<file path="config.mk">
export PLATFORM = sky130hd
export DESIGN_NAME = temp_reading_to_display_digits_core_flat
export DESIGN_NICKNAME = d
export VERILOG_FILES = /design/src/rtl/trdd_pkg.sv /design/src/rtl/trdd_if.sv /design/src/rtl/trdd_prep.sv /design/src/rtl/trdd_cell.sv /design/src/rtl/trdd_fmt.sv /design/src/rtl/temp_reading_to_display_digits_core.sv /design/src/flat_wrapper.sv
export SDC_FILE = /design/constraint.sdc
export NUM_CORES = 1
export LEC_CHECK = 0
export ABC_CLOCK_PERIOD_IN_PS = 8300
export BUFFER_PORTS_ARGS = -buffer_cell sky130_fd_sc_hd__buf_2
export CAP_MARGIN = 15
export CORE_MARGIN = 4
export CORE_UTILIZATION = 63
export DETAILED_ROUTE_END_ITERATION = 8
export PLACE_DENSITY = 0.92
export SLEW_MARGIN = 20
export SYNTH_ARGS = -nofsm -noshare
export SYNTH_HDL_FRONTEND = slang
export SYNTH_SLANG_ARGS = --single-unit
</file>
<file path="constraint.sdc">
create_clock -name i_clk -period 8.3 [get_ports i_clk]
set_input_delay 1.245 -clock i_clk [delete_from_list [all_inputs] [get_ports i_clk]]
set_output_delay 1.245 -clock i_clk [all_outputs]
set_load 0.01 [all_outputs]
</file>
<file path="src/rtl/trdd_pkg.sv">
// Shared types and constants for the temperature to display digits block.
package trdd_pkg;

    localparam int RAW_W     = 12;
    localparam int VAL_W     = 14;   // holds up to 12800 hundredths
    localparam int DIG_W     = 4;
    localparam int NUM_CELLS = 3;
    localparam int DP_W      = 2;

    // v / 10 == (v * 52429) >> 19 for every v below 43690
    localparam int RECIP_SHIFT = 19;
    localparam int PROD_W      = VAL_W + RECIP_SHIFT;
    localparam logic [PROD_W-1:0] RECIP_10 = PROD_W'(52429);

    typedef logic [DIG_W-1:0] t_digit;

    localparam t_digit CODE_MINUS = t_digit'(10);
    localparam t_digit CODE_BLANK = t_digit'(11);

    localparam logic [DP_W-1:0] DP_CELSIUS    = DP_W'(2);
    localparam logic [DP_W-1:0] DP_FAHRENHEIT = DP_W'(1);

    // Data handed from cell to cell: remaining quotient plus collected digits.
    typedef struct packed {
        logic [VAL_W-1:0]               value;
        t_digit [NUM_CELLS-1:0]         digits;
        logic                           neg;
        logic                           celsius;
    } t_stage;

endpackage

</file>
<file path="src/rtl/trdd_if.sv">
// Valid/ready channel interfaces for readings and digit results.
interface trdd_in_if;
    import trdd_pkg::*;
    logic                    valid;
    logic                    ready;
    logic signed [RAW_W-1:0] raw_temp;

    modport source (output valid, output raw_temp, input ready);
    modport sink   (input valid, input raw_temp, output ready);
endinterface

interface trdd_out_if;
    import trdd_pkg::*;
    logic            valid;
    logic            ready;
    logic [3:0]      digit0;
    logic [3:0]      digit1;
    logic [3:0]      digit2;
    logic [3:0]      digit3;
    logic [DP_W-1:0] decimal_position;

    modport source (output valid, output digit0, output digit1, output digit2,
                    output digit3, output decimal_position, input ready);
    modport sink   (input valid, input digit0, input digit1, input digit2,
                    input digit3, input decimal_position, output ready);
endinterface

</file>
<file path="src/rtl/trdd_prep.sv">
// Front stage: scales the reading to hundredths (C) or tenths (F) magnitude.
module trdd_prep import trdd_pkg::*; (
    input  logic                    i_clk,
    input  logic                    i_rst_n,
    input  logic                    i_valid,
    output logic                    o_ready,
    input  logic signed [RAW_W-1:0] i_raw_temp,
    input  logic                    i_celsius,
    output logic                    o_valid,
    input  logic                    i_ready,
    output t_stage                  o_data
);

    logic                    r_valid;
    t_stage                  r_data;
    t_stage                  n_data;

    logic [RAW_W-1:0]        w_mag;
    logic [VAL_W-1:0]        w_mag_x;
    logic [VAL_W-1:0]        w_cent;
    logic signed [RAW_W:0]   w_t;
    logic signed [RAW_W:0]   w_bias;
    logic signed [RAW_W:0]   w_div8;
    logic signed [RAW_W:0]   w_f;
    logic [RAW_W-1:0]        w_fmag;

    // Celsius: 6*m + floor(m/4)
    assign w_mag   = i_raw_temp[RAW_W-1] ? (~i_raw_temp + RAW_W'(1)) : i_raw_temp;
    assign w_mag_x = VAL_W'(w_mag);
    assign w_cent  = (w_mag_x << 2) + (w_mag_x << 1) + VAL_W'(w_mag[RAW_W-1:2]);

    // Fahrenheit: (t+4)/8 truncated toward zero, + t + 320
    assign w_t    = {i_raw_temp[RAW_W-1], i_raw_temp};
    assign w_bias = w_t + (RAW_W+1)'(4);
    assign w_div8 = w_bias[RAW_W] ? ((w_bias + (RAW_W+1)'(7)) >>> 3) : (w_bias >>> 3);
    assign w_f    = w_div8 + w_t + (RAW_W+1)'(320);
    assign w_fmag = RAW_W'(w_f[RAW_W] ? -w_f : w_f);

    always_comb begin
        n_data         = '0;
        n_data.celsius = i_celsius;
        if (i_celsius) begin
            n_data.neg   = i_raw_temp[RAW_W-1];
            n_data.value = w_cent;
        end else begin
            n_data.neg   = w_f[RAW_W];
            n_data.value = VAL_W'(w_fmag);
        end
    end

    assign o_ready = !r_valid || i_ready;

    always_ff @(posedge i_clk) begin
        if (!i_rst_n) begin
            r_valid <= 1'b0;
        end else if (o_ready) begin
            r_valid <= i_valid;
        end
    end

    always_ff @(posedge i_clk) begin
        if (i_valid && o_ready) begin
            r_data <= n_data;
        end
    end

    assign o_valid = r_valid;
    assign o_data  = r_data;

endmodule

</file>
<file path="src/rtl/trdd_cell.sv">
// Digit cell: divides the value by ten and shifts the remainder into the digit line.
module trdd_cell import trdd_pkg::*; (
    input  logic   i_clk,
    input  logic   i_rst_n,
    input  logic   i_valid,
    output logic   o_ready,
    input  t_stage i_data,
    output logic   o_valid,
    input  logic   i_ready,
    output t_stage o_data
);

    logic             r_valid;
    t_stage           r_data;
    t_stage           n_data;
    logic [PROD_W-1:0] w_prod;
    logic [VAL_W-1:0] w_quot;
    logic [VAL_W-1:0] w_tens;
    t_digit           w_rem;

    // reciprocal multiply, exact over the whole value range
    assign w_prod = PROD_W'(i_data.value) * RECIP_10;
    assign w_quot = w_prod[PROD_W-1:RECIP_SHIFT];
    assign w_tens = (w_quot << 3) + (w_quot << 1);
    assign w_rem  = DIG_W'(i_data.value - w_tens);

    always_comb begin
        n_data        = i_data;
        n_data.value  = w_quot;
        n_data.digits = {w_rem, i_data.digits[NUM_CELLS-1:1]};
    end

    assign o_ready = !r_valid || i_ready;

    always_ff @(posedge i_clk) begin
        if (!i_rst_n) begin
            r_valid <= 1'b0;
        end else if (o_ready) begin
            r_valid <= i_valid;
        end
    end

    always_ff @(posedge i_clk) begin
        if (i_valid && o_ready) begin
            r_data <= n_data;
        end
    end

    assign o_valid = r_valid;
    assign o_data  = r_data;

endmodule

</file>
<file path="src/rtl/trdd_fmt.sv">
// Output stage: blanking, minus sign, Celsius shift and the result register.
module trdd_fmt import trdd_pkg::*; (
    input  logic        i_clk,
    input  logic        i_rst_n,
    input  logic        i_valid,
    output logic        o_ready,
    input  t_stage      i_data,
    trdd_out_if.source  o_out
);

    typedef struct packed {
        t_digit          d0;
        t_digit          d1;
        t_digit          d2;
        t_digit          d3;
        logic [DP_W-1:0] dp;
    } t_result;

    logic    r_valid;
    t_result r_res;
    t_result n_res;
    t_digit  w_q3;

    assign w_q3 = DIG_W'(i_data.value);

    always_comb begin
        n_res.d0 = i_data.digits[0];
        n_res.d1 = i_data.digits[1];
        n_res.d2 = i_data.digits[2];
        n_res.d3 = w_q3;
        n_res.dp = i_data.celsius ? DP_CELSIUS : DP_FAHRENHEIT;
        if (w_q3 == '0) begin
            n_res.d3 = CODE_BLANK;
            if (!i_data.celsius && i_data.digits[2] == '0) begin
                n_res.d2 = CODE_BLANK;
            end
        end
        if (i_data.neg) begin
            // ten degrees or more below zero: drop the last digit
            if (i_data.celsius && w_q3 != '0) begin
                n_res.dp = DP_FAHRENHEIT;
                n_res.d0 = i_data.digits[1];
                n_res.d1 = i_data.digits[2];
                n_res.d2 = w_q3;
            end
            n_res.d3 = CODE_MINUS;
        end
    end

    assign o_ready = !r_valid || o_out.ready;

    always_ff @(posedge i_clk) begin
        if (!i_rst_n) begin
            r_valid <= 1'b0;
        end else if (o_ready) begin
            r_valid <= i_valid;
        end
    end

    always_ff @(posedge i_clk) begin
        if (i_valid && o_ready) begin
            r_res <= n_res;
        end
    end

    assign o_out.valid            = r_valid;
    assign o_out.digit0           = r_res.d0;
    assign o_out.digit1           = r_res.d1;
    assign o_out.digit2           = r_res.d2;
    assign o_out.digit3           = r_res.d3;
    assign o_out.decimal_position = r_res.dp;

endmodule

</file>
<file path="src/rtl/temp_reading_to_display_digits_core.sv">
// Top level: temperature reading to four display digit codes.
//
// Usage:
//   i_in carries one signed 12-bit reading (1/16 degree C) per transfer.
//   o_out carries four digit codes (0-9, 10 minus, 11 blank) and the digit
//   index that shows the decimal point. i_cfg_we/i_cfg_wdata write the unit
//   register (1 Celsius hundredths, 0 Fahrenheit tenths); write it only
//   while no reading is in flight.
// A reading passes through five registers in order: a scaling stage, three
// divide-by-ten cells and the output register. Throughput is one reading per
// cycle while o_out.ready stays high; each cell's single constant multiply
// sets the stage timing.
// Reset (synchronous, active low) empties every stage and selects Celsius.
// When the receiver stalls, the result holds on o_out and the stages behind
// it keep filling; i_in.ready drops only once every stage holds a reading.
module temp_reading_to_display_digits_core import trdd_pkg::*; (
    input  logic       i_clk,
    input  logic       i_rst_n,
    input  logic       i_cfg_we,
    input  logic       i_cfg_wdata,
    trdd_in_if.sink    i_in,
    trdd_out_if.source o_out
);

    logic                 r_unit_celsius;
    logic [NUM_CELLS:0]   w_valid;
    logic [NUM_CELLS:0]   w_ready;
    t_stage [NUM_CELLS:0] w_data;

    always_ff @(posedge i_clk) begin
        if (!i_rst_n) begin
            r_unit_celsius <= 1'b1;
        end else if (i_cfg_we) begin
            r_unit_celsius <= i_cfg_wdata;
        end
    end

    trdd_prep u_prep (
        .i_clk      (i_clk),
        .i_rst_n    (i_rst_n),
        .i_valid    (i_in.valid),
        .o_ready    (i_in.ready),
        .i_raw_temp (i_in.raw_temp),
        .i_celsius  (r_unit_celsius),
        .o_valid    (w_valid[0]),
        .i_ready    (w_ready[0]),
        .o_data     (w_data[0])
    );

    for (genvar g = 0; g < NUM_CELLS; g++) begin : g_cell
        trdd_cell u_cell (
            .i_clk   (i_clk),
            .i_rst_n (i_rst_n),
            .i_valid (w_valid[g]),
            .o_ready (w_ready[g]),
            .i_data  (w_data[g]),
            .o_valid (w_valid[g+1]),
            .i_ready (w_ready[g+1]),
            .o_data  (w_data[g+1])
        );
    end

    trdd_fmt u_fmt (
        .i_clk   (i_clk),
        .i_rst_n (i_rst_n),
        .i_valid (w_valid[NUM_CELLS]),
        .o_ready (w_ready[NUM_CELLS]),
        .i_data  (w_data[NUM_CELLS]),
        .o_out   (o_out)
    );

endmodule

</file>
<file path="src/flat_wrapper.sv">
// flat-port wrapper written by rule: the top's interface ports become plain ports
module temp_reading_to_display_digits_core_flat import trdd_pkg::*;
  (i_clk, i_rst_n, i_cfg_we, i_cfg_wdata, i_in_valid, i_in_raw_temp, i_in_ready, o_out_valid, o_out_digit0, o_out_digit1, o_out_digit2, o_out_digit3, o_out_decimal_position, o_out_ready);
  trdd_in_if i_in_i ();
  trdd_out_if o_out_i ();
  input  logic i_clk;
  input  logic i_rst_n;
  input  logic i_cfg_we;
  input  logic i_cfg_wdata;
  input wire logic [$bits(i_in_i.valid)-1:0] i_in_valid;
  input wire logic [$bits(i_in_i.raw_temp)-1:0] i_in_raw_temp;
  output wire logic [$bits(i_in_i.ready)-1:0] i_in_ready;
  output wire logic [$bits(o_out_i.valid)-1:0] o_out_valid;
  output wire logic [$bits(o_out_i.digit0)-1:0] o_out_digit0;
  output wire logic [$bits(o_out_i.digit1)-1:0] o_out_digit1;
  output wire logic [$bits(o_out_i.digit2)-1:0] o_out_digit2;
  output wire logic [$bits(o_out_i.digit3)-1:0] o_out_digit3;
  output wire logic [$bits(o_out_i.decimal_position)-1:0] o_out_decimal_position;
  input wire logic [$bits(o_out_i.ready)-1:0] o_out_ready;
  assign i_in_i.valid = i_in_valid;
  assign i_in_i.raw_temp = i_in_raw_temp;
  assign i_in_ready = i_in_i.ready;
  assign o_out_valid = o_out_i.valid;
  assign o_out_digit0 = o_out_i.digit0;
  assign o_out_digit1 = o_out_i.digit1;
  assign o_out_digit2 = o_out_i.digit2;
  assign o_out_digit3 = o_out_i.digit3;
  assign o_out_decimal_position = o_out_i.decimal_position;
  assign o_out_i.ready = o_out_ready;
  temp_reading_to_display_digits_core u_core (.i_clk(i_clk), .i_rst_n(i_rst_n), .i_cfg_we(i_cfg_we), .i_cfg_wdata(i_cfg_wdata), .i_in(i_in_i), .o_out(o_out_i));
endmodule
</file>
Yosys cells after proc, flatten, opt, wreduce, memory -nomap -nowiden
Cells that the tools add are included.
{"block": "op_classes", "n_bitwise": 1, "shifts": 0, "n_reduce_logical": 22, "mul": 3, "mux": 11, "n_lt_le_gt_ge": 0, "n_div": 0, "eq_ne": 0, "add_sub_neg": 14}
{"op": "12-bit two-way mux", "count": 4}
{"op": "14-bit by 16-bit multiplier with 30-bit output, second input constant", "count": 1}
{"op": "11-bit by 16-bit multiplier with 27-bit output, second input constant", "count": 1}
{"op": "8-bit by 16-bit multiplier with 23-bit output, second input constant", "count": 1}
{"op": "18-bit two-way mux", "count": 1}
{"op": "14-bit by 10-bit adder with 14-bit output", "count": 1}
{"op": "14-bit by 13-bit adder with 14-bit output", "count": 1}
{"op": "12-bit by 4-bit adder with 13-bit output, second input constant", "count": 1}
{"op": "13-bit by 10-bit adder with 13-bit output, second input constant", "count": 1}
{"op": "13-bit by 12-bit adder with 13-bit output", "count": 1}
{"op": "13-bit by 4-bit adder with 13-bit output, second input constant", "count": 1}
{"op": "13-bit two-way mux", "count": 1}
{"op": "12-bit by 2-bit adder with 12-bit output, second input constant", "count": 1}
{"op": "4-bit adder", "count": 3}
{"op": "12-bit negator", "count": 1}
{"op": "12-bit NOT", "count": 1}
{"op": "4-bit subtractor", "count": 3}
{"op": "4-bit logical NOT", "count": 2}
{"op": "8-bit two-way mux", "count": 1}
{"op": "1-bit logical AND", "count": 7}
{"op": "1-bit logical NOT", "count": 6}
{"op": "1-bit logical OR", "count": 5}
{"op": "2-bit two-way mux", "count": 2}
{"op": "4-bit two-way mux", "count": 1}
{"op": "3 further kinds", "count": 3}
{"block": "totals", "inputBits": 18, "latchBits": 0, "romBits": 0, "ff_bits": 93, "ram_bits": 0, "out_inout_bits": 20, "n_memories": 0}

Logic depth before layout (Yosys ltp)
Gate-level depths: netlist (run 1).
{"block": "depth", "depth_word": 8, "mapped_depth": 22}

Cells and area by module
A second synthesis (run 1) with hierarchy kept.
{"block": "unflattened", "hier_cells": 1601, "hier_area_um2": 16972.5}
{"mod": "trdd_cell (u_core.g_cell[2].u_cell)", "seq_area_each_um2": 770.7, "area_each_um2": 4465.5, "cells_each": 414, "n_inst": 1}
{"mod": "trdd_cell (u_core.g_cell[1].u_cell)", "seq_area_each_um2": 770.7, "area_each_um2": 4182.8, "cells_each": 371, "n_inst": 1}
{"mod": "trdd_cell (u_core.g_cell[0].u_cell)", "seq_area_each_um2": 770.7, "area_each_um2": 4166.5, "cells_each": 374, "n_inst": 1}
{"mod": "trdd_prep", "seq_area_each_um2": 500.5, "area_each_um2": 3254.4, "cells_each": 385, "n_inst": 1}
{"mod": "trdd_fmt", "seq_area_each_um2": 560.5, "area_each_um2": 869.6, "cells_each": 54, "n_inst": 1}
{"mod": "temp_reading_to_display_digits_core", "seq_area_each_um2": 20.0, "area_each_um2": 33.8, "cells_each": 3, "n_inst": 1}

Worst setup path before layout (run 1)
OpenSTA, ideal clock, no wires.
{"block": "synth_timing", "kind": "register to register", "start": "register u_core.u_prep.r_data, in the netlist u_core.u_prep.o_data[26]", "end": "register u_core.g_cell[0].u_cell.r_data, in the netlist u_core.g_cell[0].u_cell.o_data[24], data pin", "arrival_ns": 5.362, "stages_incl_launch_ff": 22, "setup_slack_ns": 2.678, "cell_sequence": "edfxtp_1 > inv_1 > ha_1 > inv_1 > fa_1 > inv_1 > fa_1 > fa_1 > inv_1 > fa_1 > inv_1 > fa_1 > inv_1 > ha_1 > a211oi_1 > o21ai_0 > a221oi_1 > nand2_1 > o221a_2 > a21o_1 > o41a_1 > xnor2_1"}
{"item": "start: declaration", "line": "trdd_prep.sv:15", "text": "t_stage r_data;"}
{"item": "start signal: assignment", "line": "trdd_prep.sv:63", "text": "r_data <= n_data;"}
{"item": "end signal: assignment", "line": "trdd_cell.sv:45", "text": "r_data <= n_data;"}
{"item": "end: declaration", "line": "trdd_cell.sv:14", "text": "t_stage r_data;"}

==> run_results.csv, run 1 <==
group,metric,value,unit
finish,number_of_antenna_repair_diodes,0,
sta,period_needed,6.04,ns
detailed_routing,drtPass1Iterations,8,
cts,clock_tree.buffer_depth,2,
detailed_routing,drt_iter0_drc,582,
finish,final.fill_count,1311,
finish,layout.cells.non_filler,1512,
sta,hold-worst-slack,0.419,ns
detailed_routing,drc,0,
logic_synthesis,syn_nets,1612,
worst_setup_path,crit_path_top_delay_cell,"fa_1",
cts,tritoncts_clock_tree,"done",
finish,final_cell_mix,"275 x ha_1, 258 x inv_1, 118 x fa_1, 87 x edfxtp_1, 58 x xnor2_1",
grt,grt_start_max_net_pins,20,
cts,path_clk_slew,0.08,ns
worst_setup_path,cp_slowest_stage_delay,0.59,ns
sta,max_transition_viols_final,0,
detailed_routing,antenna_violating_nets_post_route,0,
worst_setup_path,endpoint_kind,"flop",
cts,htreeDepth,3,
logic_synthesis,mappedNetlistArea,12500,um^2
logic_synthesis,postSynthRegisterBits,93,
sta,rsz_0062_raised_after_global_routing,"false",
floorplanning,die_height,149,um
finish,areaGrowthSynthToFinish,6.48,%
worst_setup_path,crit_path_arrival_time,6.14,ns
detailed_routing,vias,8932,
sta,report.final.setup_viol,0,
floorplanning,floorplan.die.width,149,um
worst_setup_path,cp_cell_sequence,"inv_1 -> ha_1 -> inv_1 -> fa_1 -> inv_1 -> fa_1 -> fa_1 -> inv_1 -> fa_1 -> inv_1 -> fa_1 -> inv_1 -> ha_1 -> a211oi_1 -> o21ai_0 -> a221oi_1 -> nand2_1 -> o221a_2 -> a21o_1 -> o41a_1 -> xnor2_1",
status,result_of_the_run,"complete, no violations",
logic_synthesis,avgSynthCellArea,10.4,um^2
finish,seqCellArea,2730,um^2
placement,port-buffer-count,37,
finish,share_of_layout_cells_above_drive_strength_1,0.0634,
cts,numClockSinks,93,
worst_setup_path,largest_driver_fanout_on_the_critical_path,4,
min_path,holdCritPathClass,"reg -> reg",
detailed_routing,detail_route.vias_per_cell,5.91,
placement,place.gp.congestion,0.972,
job,cap_viol_max_count,0,
worst_setup_path,critPathKind,"reg -> reg",
cts,cts_made_buffers,9,
grt,grt_first_pass_wirelength,46.2,mm
logic_synthesis,synth-edff-count,87,
grt,first_global_vias,9610,
sta,tightest_slew,0.773,ns
finish,most_frequent_standard_cell_in_the_layout_excluding_fill_and_tap_cells,"ha_1",
floorplanning,design.die.area,22100,um^2
worst_setup_path,path_common_cell,"inv_1",
logic_synthesis,synth.distinct_cells,65,
worst_setup_path,cp_data_required_time,8.39,ns
logic_synthesis,synth_flop_cell,"edfxtp_1",
floorplanning,placementRows,51,
logic_synthesis,synthCells,1201,
grt,initial_antenna_violation_count,0,
logic_synthesis,ys.warnings.count,0,
sta,final-hold-violation-count,0,
sta,max_freq,0.166,GHz
min_path,hold_path.startpoint,"u_core.g_cell[0].u_cell.o_data[0]$_DFFE_PP_",
grt,track_usage,0.263,
logic_synthesis,ys_seq_area_frac,0.219,
worst_setup_path,worst_r2r_startpoint,"u_core.u_prep.o_data[26]$_SDFFCE_PN0P_",
cts,post_cts_buffers,0,
floorplanning,ioPinCount,38,
cts,post_cts_resize_count,0,
floorplanning,core,19500,um^2
cts,clk-insertion-delay-late,0.35,ns
detailed_routing,post_drt_wl_per_cell,18.4,um
sta,slew-limit-headroom,0.481,
cts,cts-root-buf,"clkbuf_16",
sta,finalCritPeriodShare,0.728,
floorplanning,start_util,0.640,
worst_setup_path,first_element_of_the_critical_path,"u_core.u_prep.o_data[26]$_SDFFCE_PN0P_",
sta,fin_setup_tns,0,ns
placement,dp.final_hpwl,23.3,mm
logic_synthesis,async_flop_share,0,
grt,overflow,0,
finish,finalNetCount,1653,
cts,post_cts_hold_buffer_count,0,
sta,fin_skew,0.0130,ns
placement,placedCellCount,1496,
worst_setup_path,worstSetupStartpointType,"flop",
detailed_routing,total_detailed_routing_wirelength,27.8,mm
finish,multi_input_area,8700,um^2
-- Yosys cell counts (3+ instances only) --
cell type | number | area (um^2)
nand3_1 | 19 | 95.1
nand3b_1 | 3 | 22.5
o21bai_1 | 6 | 45.0
edfxtp_1 | 87 | 2610
o21ai_0 | 26 | 130
or4_1 | 3 | 22.5
or3_1 | 6 | 37.5
o211ai_1 | 6 | 45.0
o21a_1 | 10 | 75.1
mux2_2 | 11 | 124
a211o_1 | 3 | 26.3
xor2_1 | 24 | 210
mux2i_1 | 4 | 40.0
a21oi_1 | 44 | 220
a211oi_1 | 7 | 52.6
ha_1 | 275 | 3440
o2111ai_1 | 3 | 26.3
nor2_1 | 49 | 184
o22a_1 | 3 | 26.3
and2_1 | 6 | 37.5
clkbuf_1 | 10 | 37.5
a31oi_1 | 4 | 25.0
nor3_1 | 16 | 80.1
or2_2 | 4 | 25.0
inv_1 | 258 | 968
dfxtp_1 | 6 | 120
nor2b_1 | 12 | 75.1
fa_1 | 118 | 2360
nand2b_1 | 4 | 25.0
nor4_1 | 7 | 43.8
nand4_1 | 5 | 31.3
xnor2_1 | 58 | 508
a21o_1 | 12 | 90.1
and3_1 | 3 | 18.8
a21boi_0 | 5 | 37.5
nand2_1 | 44 | 165
-- metal layers --
layer | track usage | share of wire
met1 | 0.313 | 0.38
met2 | 0.481 | 0.53
met3 | 0.0317 | 0.050
met4 | 0.106 | 0.042
met5 | 0 | 0
-- area by class of cell --
| cell class | instances | share of cell area |
|---|---|---|
| multi-input cells | 836 | 0.656 |
| flip-flops and latches | 93 | 0.206 |
| inverters | 260 | 0.0736 |
| well taps | 265 | 0.0250 |
| clock buffers | 9 | 0.0170 |
| repair buffers | 42 | 0.0168 |
| clock inverters | 7 | 0.00547 |
-- sequential cells by signal, indices dropped and copies added (netlist names) --
signal / cells
u_core.u_fmt.o_out.digit0: 4
u_core.u_fmt.o_out.decimal_position: 2
u_core.u_fmt.o_out.digit1: 4
u_core.u_fmt.o_out.digit3: 4
u_core.u_prep.o_data: 16
u_core.g_cell.u_cell.o_data: 53
u_core.u_prep.o_valid: 1
u_core.r_unit_celsius: 1
u_core.u_fmt.o_out.digit2: 4
u_core.u_fmt.o_out.valid: 1
u_core.g_cell.u_cell.o_valid: 3
-- final timing paths --
check                           cells past startpoint                                            to  slack [ns]
worst min register to register                      0   u_core.g_cell[1].u_cell.o_data[0]$_DFFE_PP_        0.42
worst max register to register                     21  u_core.g_cell[0].u_cell.o_data[24]$_DFFE_PP_        2.26
worst max-delay path                               21  u_core.g_cell[0].u_cell.o_data[24]$_DFFE_PP_        2.26
worst min-delay path                                0   u_core.g_cell[1].u_cell.o_data[0]$_DFFE_PP_        0.42
-- critical path: cells and delay by family (launching register included) --
kind	cells	cell delay, ns
and+or+nand+nor	1	0.10
adders and majority gates	7	3.18
DFF	1	0.42
xor gates and xnor gates	1	0.13
AOI/OAI and AO/OA	6	1.58
buffers and inverters	6	0.38
-- per-stage QoR --
step,cell area (um^2),setup WS [ns],util
after detailed placement,13000,2.23,0.666
after global placement,13000,2.46,0.666
after CTS,13300,2.27,0.681
after global routing,13300,1.99,0.681
final,13300,2.26,0.681
after floorplan,12500,2.68,-
-- cell families (layout without fill, tap and decap cells) --
family | after synthesis | count (layout) | synth area share
adders and majority gates | 393 | 393 | 0.466
DFF | 93 | 93 | 0.219
xor gates and xnor gates | 84 | 84 | 0.0613
buffers and inverters | 272 | 318 | 0.0820
AOI/OAI and AO/OA | 158 | 158 | 0.0856
muxes | 15 | 15 | 0.0132
and+or+nand+nor | 186 | 186 | 0.0726
Power of run 1 is not shown: default switching activity piles up to over one toggle a cycle in this logic, so the estimate is an artifact.
==> run 2, diff against run 1 <==
ABC_CLOCK_PERIOD_IN_PS = 4950   (was 8300)
CORE_UTILIZATION = 59   (was 63)
PLACE_DENSITY = 0.9   (was 0.92)
clock period = 4.95 ns   (was 8.3 ns; I/O delays follow)
==> run_results.csv, run 2 (synthesis gave the netlist of run 1 again) <==
group,metric,value,unit
placement,place.gp.congestion,0.910,
sta,period_needed,5.96,ns
worst_setup_path,cp_slowest_stage_delay,0.51,ns
finish,final.fill_count,1064,
worst_setup_path,crit_path_top_delay_cell,"fa_1",
cts,numClockSinks,93,
cts,path_clk_slew,0.08,ns
grt,first_global_vias,11200,
grt,initial_antenna_violation_count,2,
sta,final-hold-violation-count,0,
cts,cts_made_buffers,9,
status,result_of_the_run,"finished, violations left",
detailed_routing,drtPass1Iterations,9,
worst_setup_path,critPathKind,"reg -> reg",
sta,fin_setup_tns,-10.97,ns
finish,share_of_layout_cells_above_drive_strength_1,0.265,
worst_setup_path,cp_cell_sequence,"buf_4 -> ha_1 -> and2_1 -> fa_1 -> inv_1 -> fa_1 -> fa_1 -> inv_1 -> fa_1 -> ha_1 -> nand3_1 -> nor4_2 -> nor2_1 -> o21a_1 -> o221ai_2 -> xor2_1 -> ha_2 -> xor2_1 -> xnor3_1",
sta,slew-limit-headroom,0.583,
floorplanning,floorplan.die.width,153,um
detailed_routing,drc,0,
cts,htreeDepth,3,
grt,grt_start_max_net_pins,20,
finish,areaGrowthSynthToFinish,24.4,%
job,cap_viol_max_count,0,
worst_setup_path,endpoint_kind,"flop",
worst_setup_path,largest_driver_fanout_on_the_critical_path,4,
grt,grt_first_pass_wirelength,57.5,mm
floorplanning,die_height,153,um
detailed_routing,total_detailed_routing_wirelength,42.4,mm
detailed_routing,vias,10800,
worst_setup_path,path_common_cell,"fa_1",
finish,most_frequent_standard_cell_in_the_layout_excluding_fill_and_tap_cells,"ha_1",
sta,report.final.setup_viol,24,
floorplanning,ioPinCount,38,
detailed_routing,drt_iter0_drc,1169,
cts,tritoncts_clock_tree,"done",
sta,fin_skew,0.0133,ns
cts,cts-root-buf,"clkbuf_16",
worst_setup_path,critical-path-top-delay-family,"adder cells",
worst_setup_path,cp_data_required_time,5.05,ns
floorplanning,start_util,0.608,
grt,track_usage,0.307,
detailed_routing,detail_route.vias_per_cell,6.33,
status,violated_checks,"negative setup slack",
sta,max_freq,0.168,GHz
sta,tightest_slew,0.621,ns
worst_setup_path,critical_path_buf_inv_count,3,
detailed_routing,post_drt_wl_per_cell,24.9,um
floorplanning,design.die.area,23500,um^2
floorplanning,core,20500,um^2
sta,rsz_0062_raised_after_global_routing,"true",
sta,max_transition_viols_final,0,
worst_setup_path,worstSetupStartpointType,"flop",
sta,fin_ws,-1.01,ns
finish,largest_reg_flops,53,
sta,finalCritPeriodShare,1.20,
finish,seqCellArea,2730,um^2
finish,finalNetCount,1838,
worst_setup_path,crit_path_arrival_time,6.06,ns
cts,clock_tree.buffer_depth,2,
grt,overflow,0,
finish,multi_input_area,9500,um^2
detailed_routing,antenna_violating_nets_post_route,0,
cts,clk-insertion-delay-late,0.38,ns
finish,final_cell_mix,"245 x ha_1, 239 x inv_1, 183 x buf_4, 104 x fa_1, 87 x edfxtp_1",
placement,port-buffer-count,37,
placement,dp.final_hpwl,25.4,mm
floorplanning,placementRows,52,
min_path,holdCritPathClass,"reg -> reg",
-- run 2: path summary, 6_finish.rpt --
| kind | from | endpoint | slack, ns | cells after the start |
|---|---|---|---|---|
| min | u_core.g_cell[1].u_cell.o_data[0]$_DFFE_PP_ | u_core.g_cell[2].u_cell.o_data[0]$_DFFE_PP_ | 0.42 | 0 |
| max | u_core.u_prep.o_data[19]$_DFFE_PP_ | u_core.g_cell[0].u_cell.o_data[13]$_DFFE_PP_ | -1.01 | 19 |
| max reg2reg | u_core.u_prep.o_data[19]$_DFFE_PP_ | u_core.g_cell[0].u_cell.o_data[13]$_DFFE_PP_ | -1.01 | 19 |
| min reg2reg | u_core.g_cell[1].u_cell.o_data[0]$_DFFE_PP_ | u_core.g_cell[2].u_cell.o_data[0]$_DFFE_PP_ | 0.42 | 0 |
-- run 2: worst register-to-register path, cell delays in order (launching register included) --
cell,delay (ns)
edfxtp_1,0.46
buf_4,0.20
ha_1,0.23
and2_1,0.21
fa_1,0.51
inv_1,0.06
fa_1,0.49
fa_1,0.46
inv_1,0.12
fa_1,0.44
ha_1,0.38
nand3_1,0.17
nor4_2,0.30
nor2_1,0.15
o21a_1,0.25
o221ai_2,0.23
xor2_1,0.22
ha_2,0.21
xor2_1,0.19
xnor3_1,0.41
-- run 2: routing by layer --
layer | track usage | vias up | part of all wire
li1 | - | 4518 | -
met1 | 0.324 | 5118 | 0.33
met2 | 0.555 | 787 | 0.48
met3 | 0.0582 | 358 | 0.087
met4 | 0.203 | 0 | 0.10
met5 | 0.00207 | - | 0
-- run 2: cell type report --
class,instances,share of cell area
Multi-Input combinational cell,836,0.613
Sequential cell,93,0.176
Timing Repair Buffer,227,0.106
Inverter,260,0.0632
Tap cell,270,0.0218
Clock buffer,9,0.0145
Clock inverter,7,0.00468
Antenna cell,2,0.000323
-- run 2: repair_timing --
| action | CTS | global route |
|---|---|---|
| endpoints found under the hold margin | 0 | 0 |
| gates resized for setup | 69 | 73 |
| pin swaps | 60 | 65 |
| gates cloned | 0 | 0 |
| setup endpoints to repair | 24 | 36 |
| buffers inserted | 22 | 18 |
| hold buffers | 0 | 0 |
-- run 2: stage by stage --
step | setup slack, ns | cell area (um^2) | cells | hold WS (ns) | utilization
2_1_floorplan | -0.446 | 12500 | 1201 | 0.400 | -
3_5_place_dp | -0.777 | 14100 | 1651 | 0.405 | 0.690
4_1_cts | -0.616 | 15000 | 1686 | 0.420 | 0.731
5_1_grt | -1.06 | 15500 | 1703 | 0.426 | 0.756
3_3_place_gp | -0.535 | 14100 | 1651 | 0.400 | 0.690
6_report | -1.01 | 15500 | 1704 | 0.417 | 0.756
Power of run 2 is left out for the same reason.
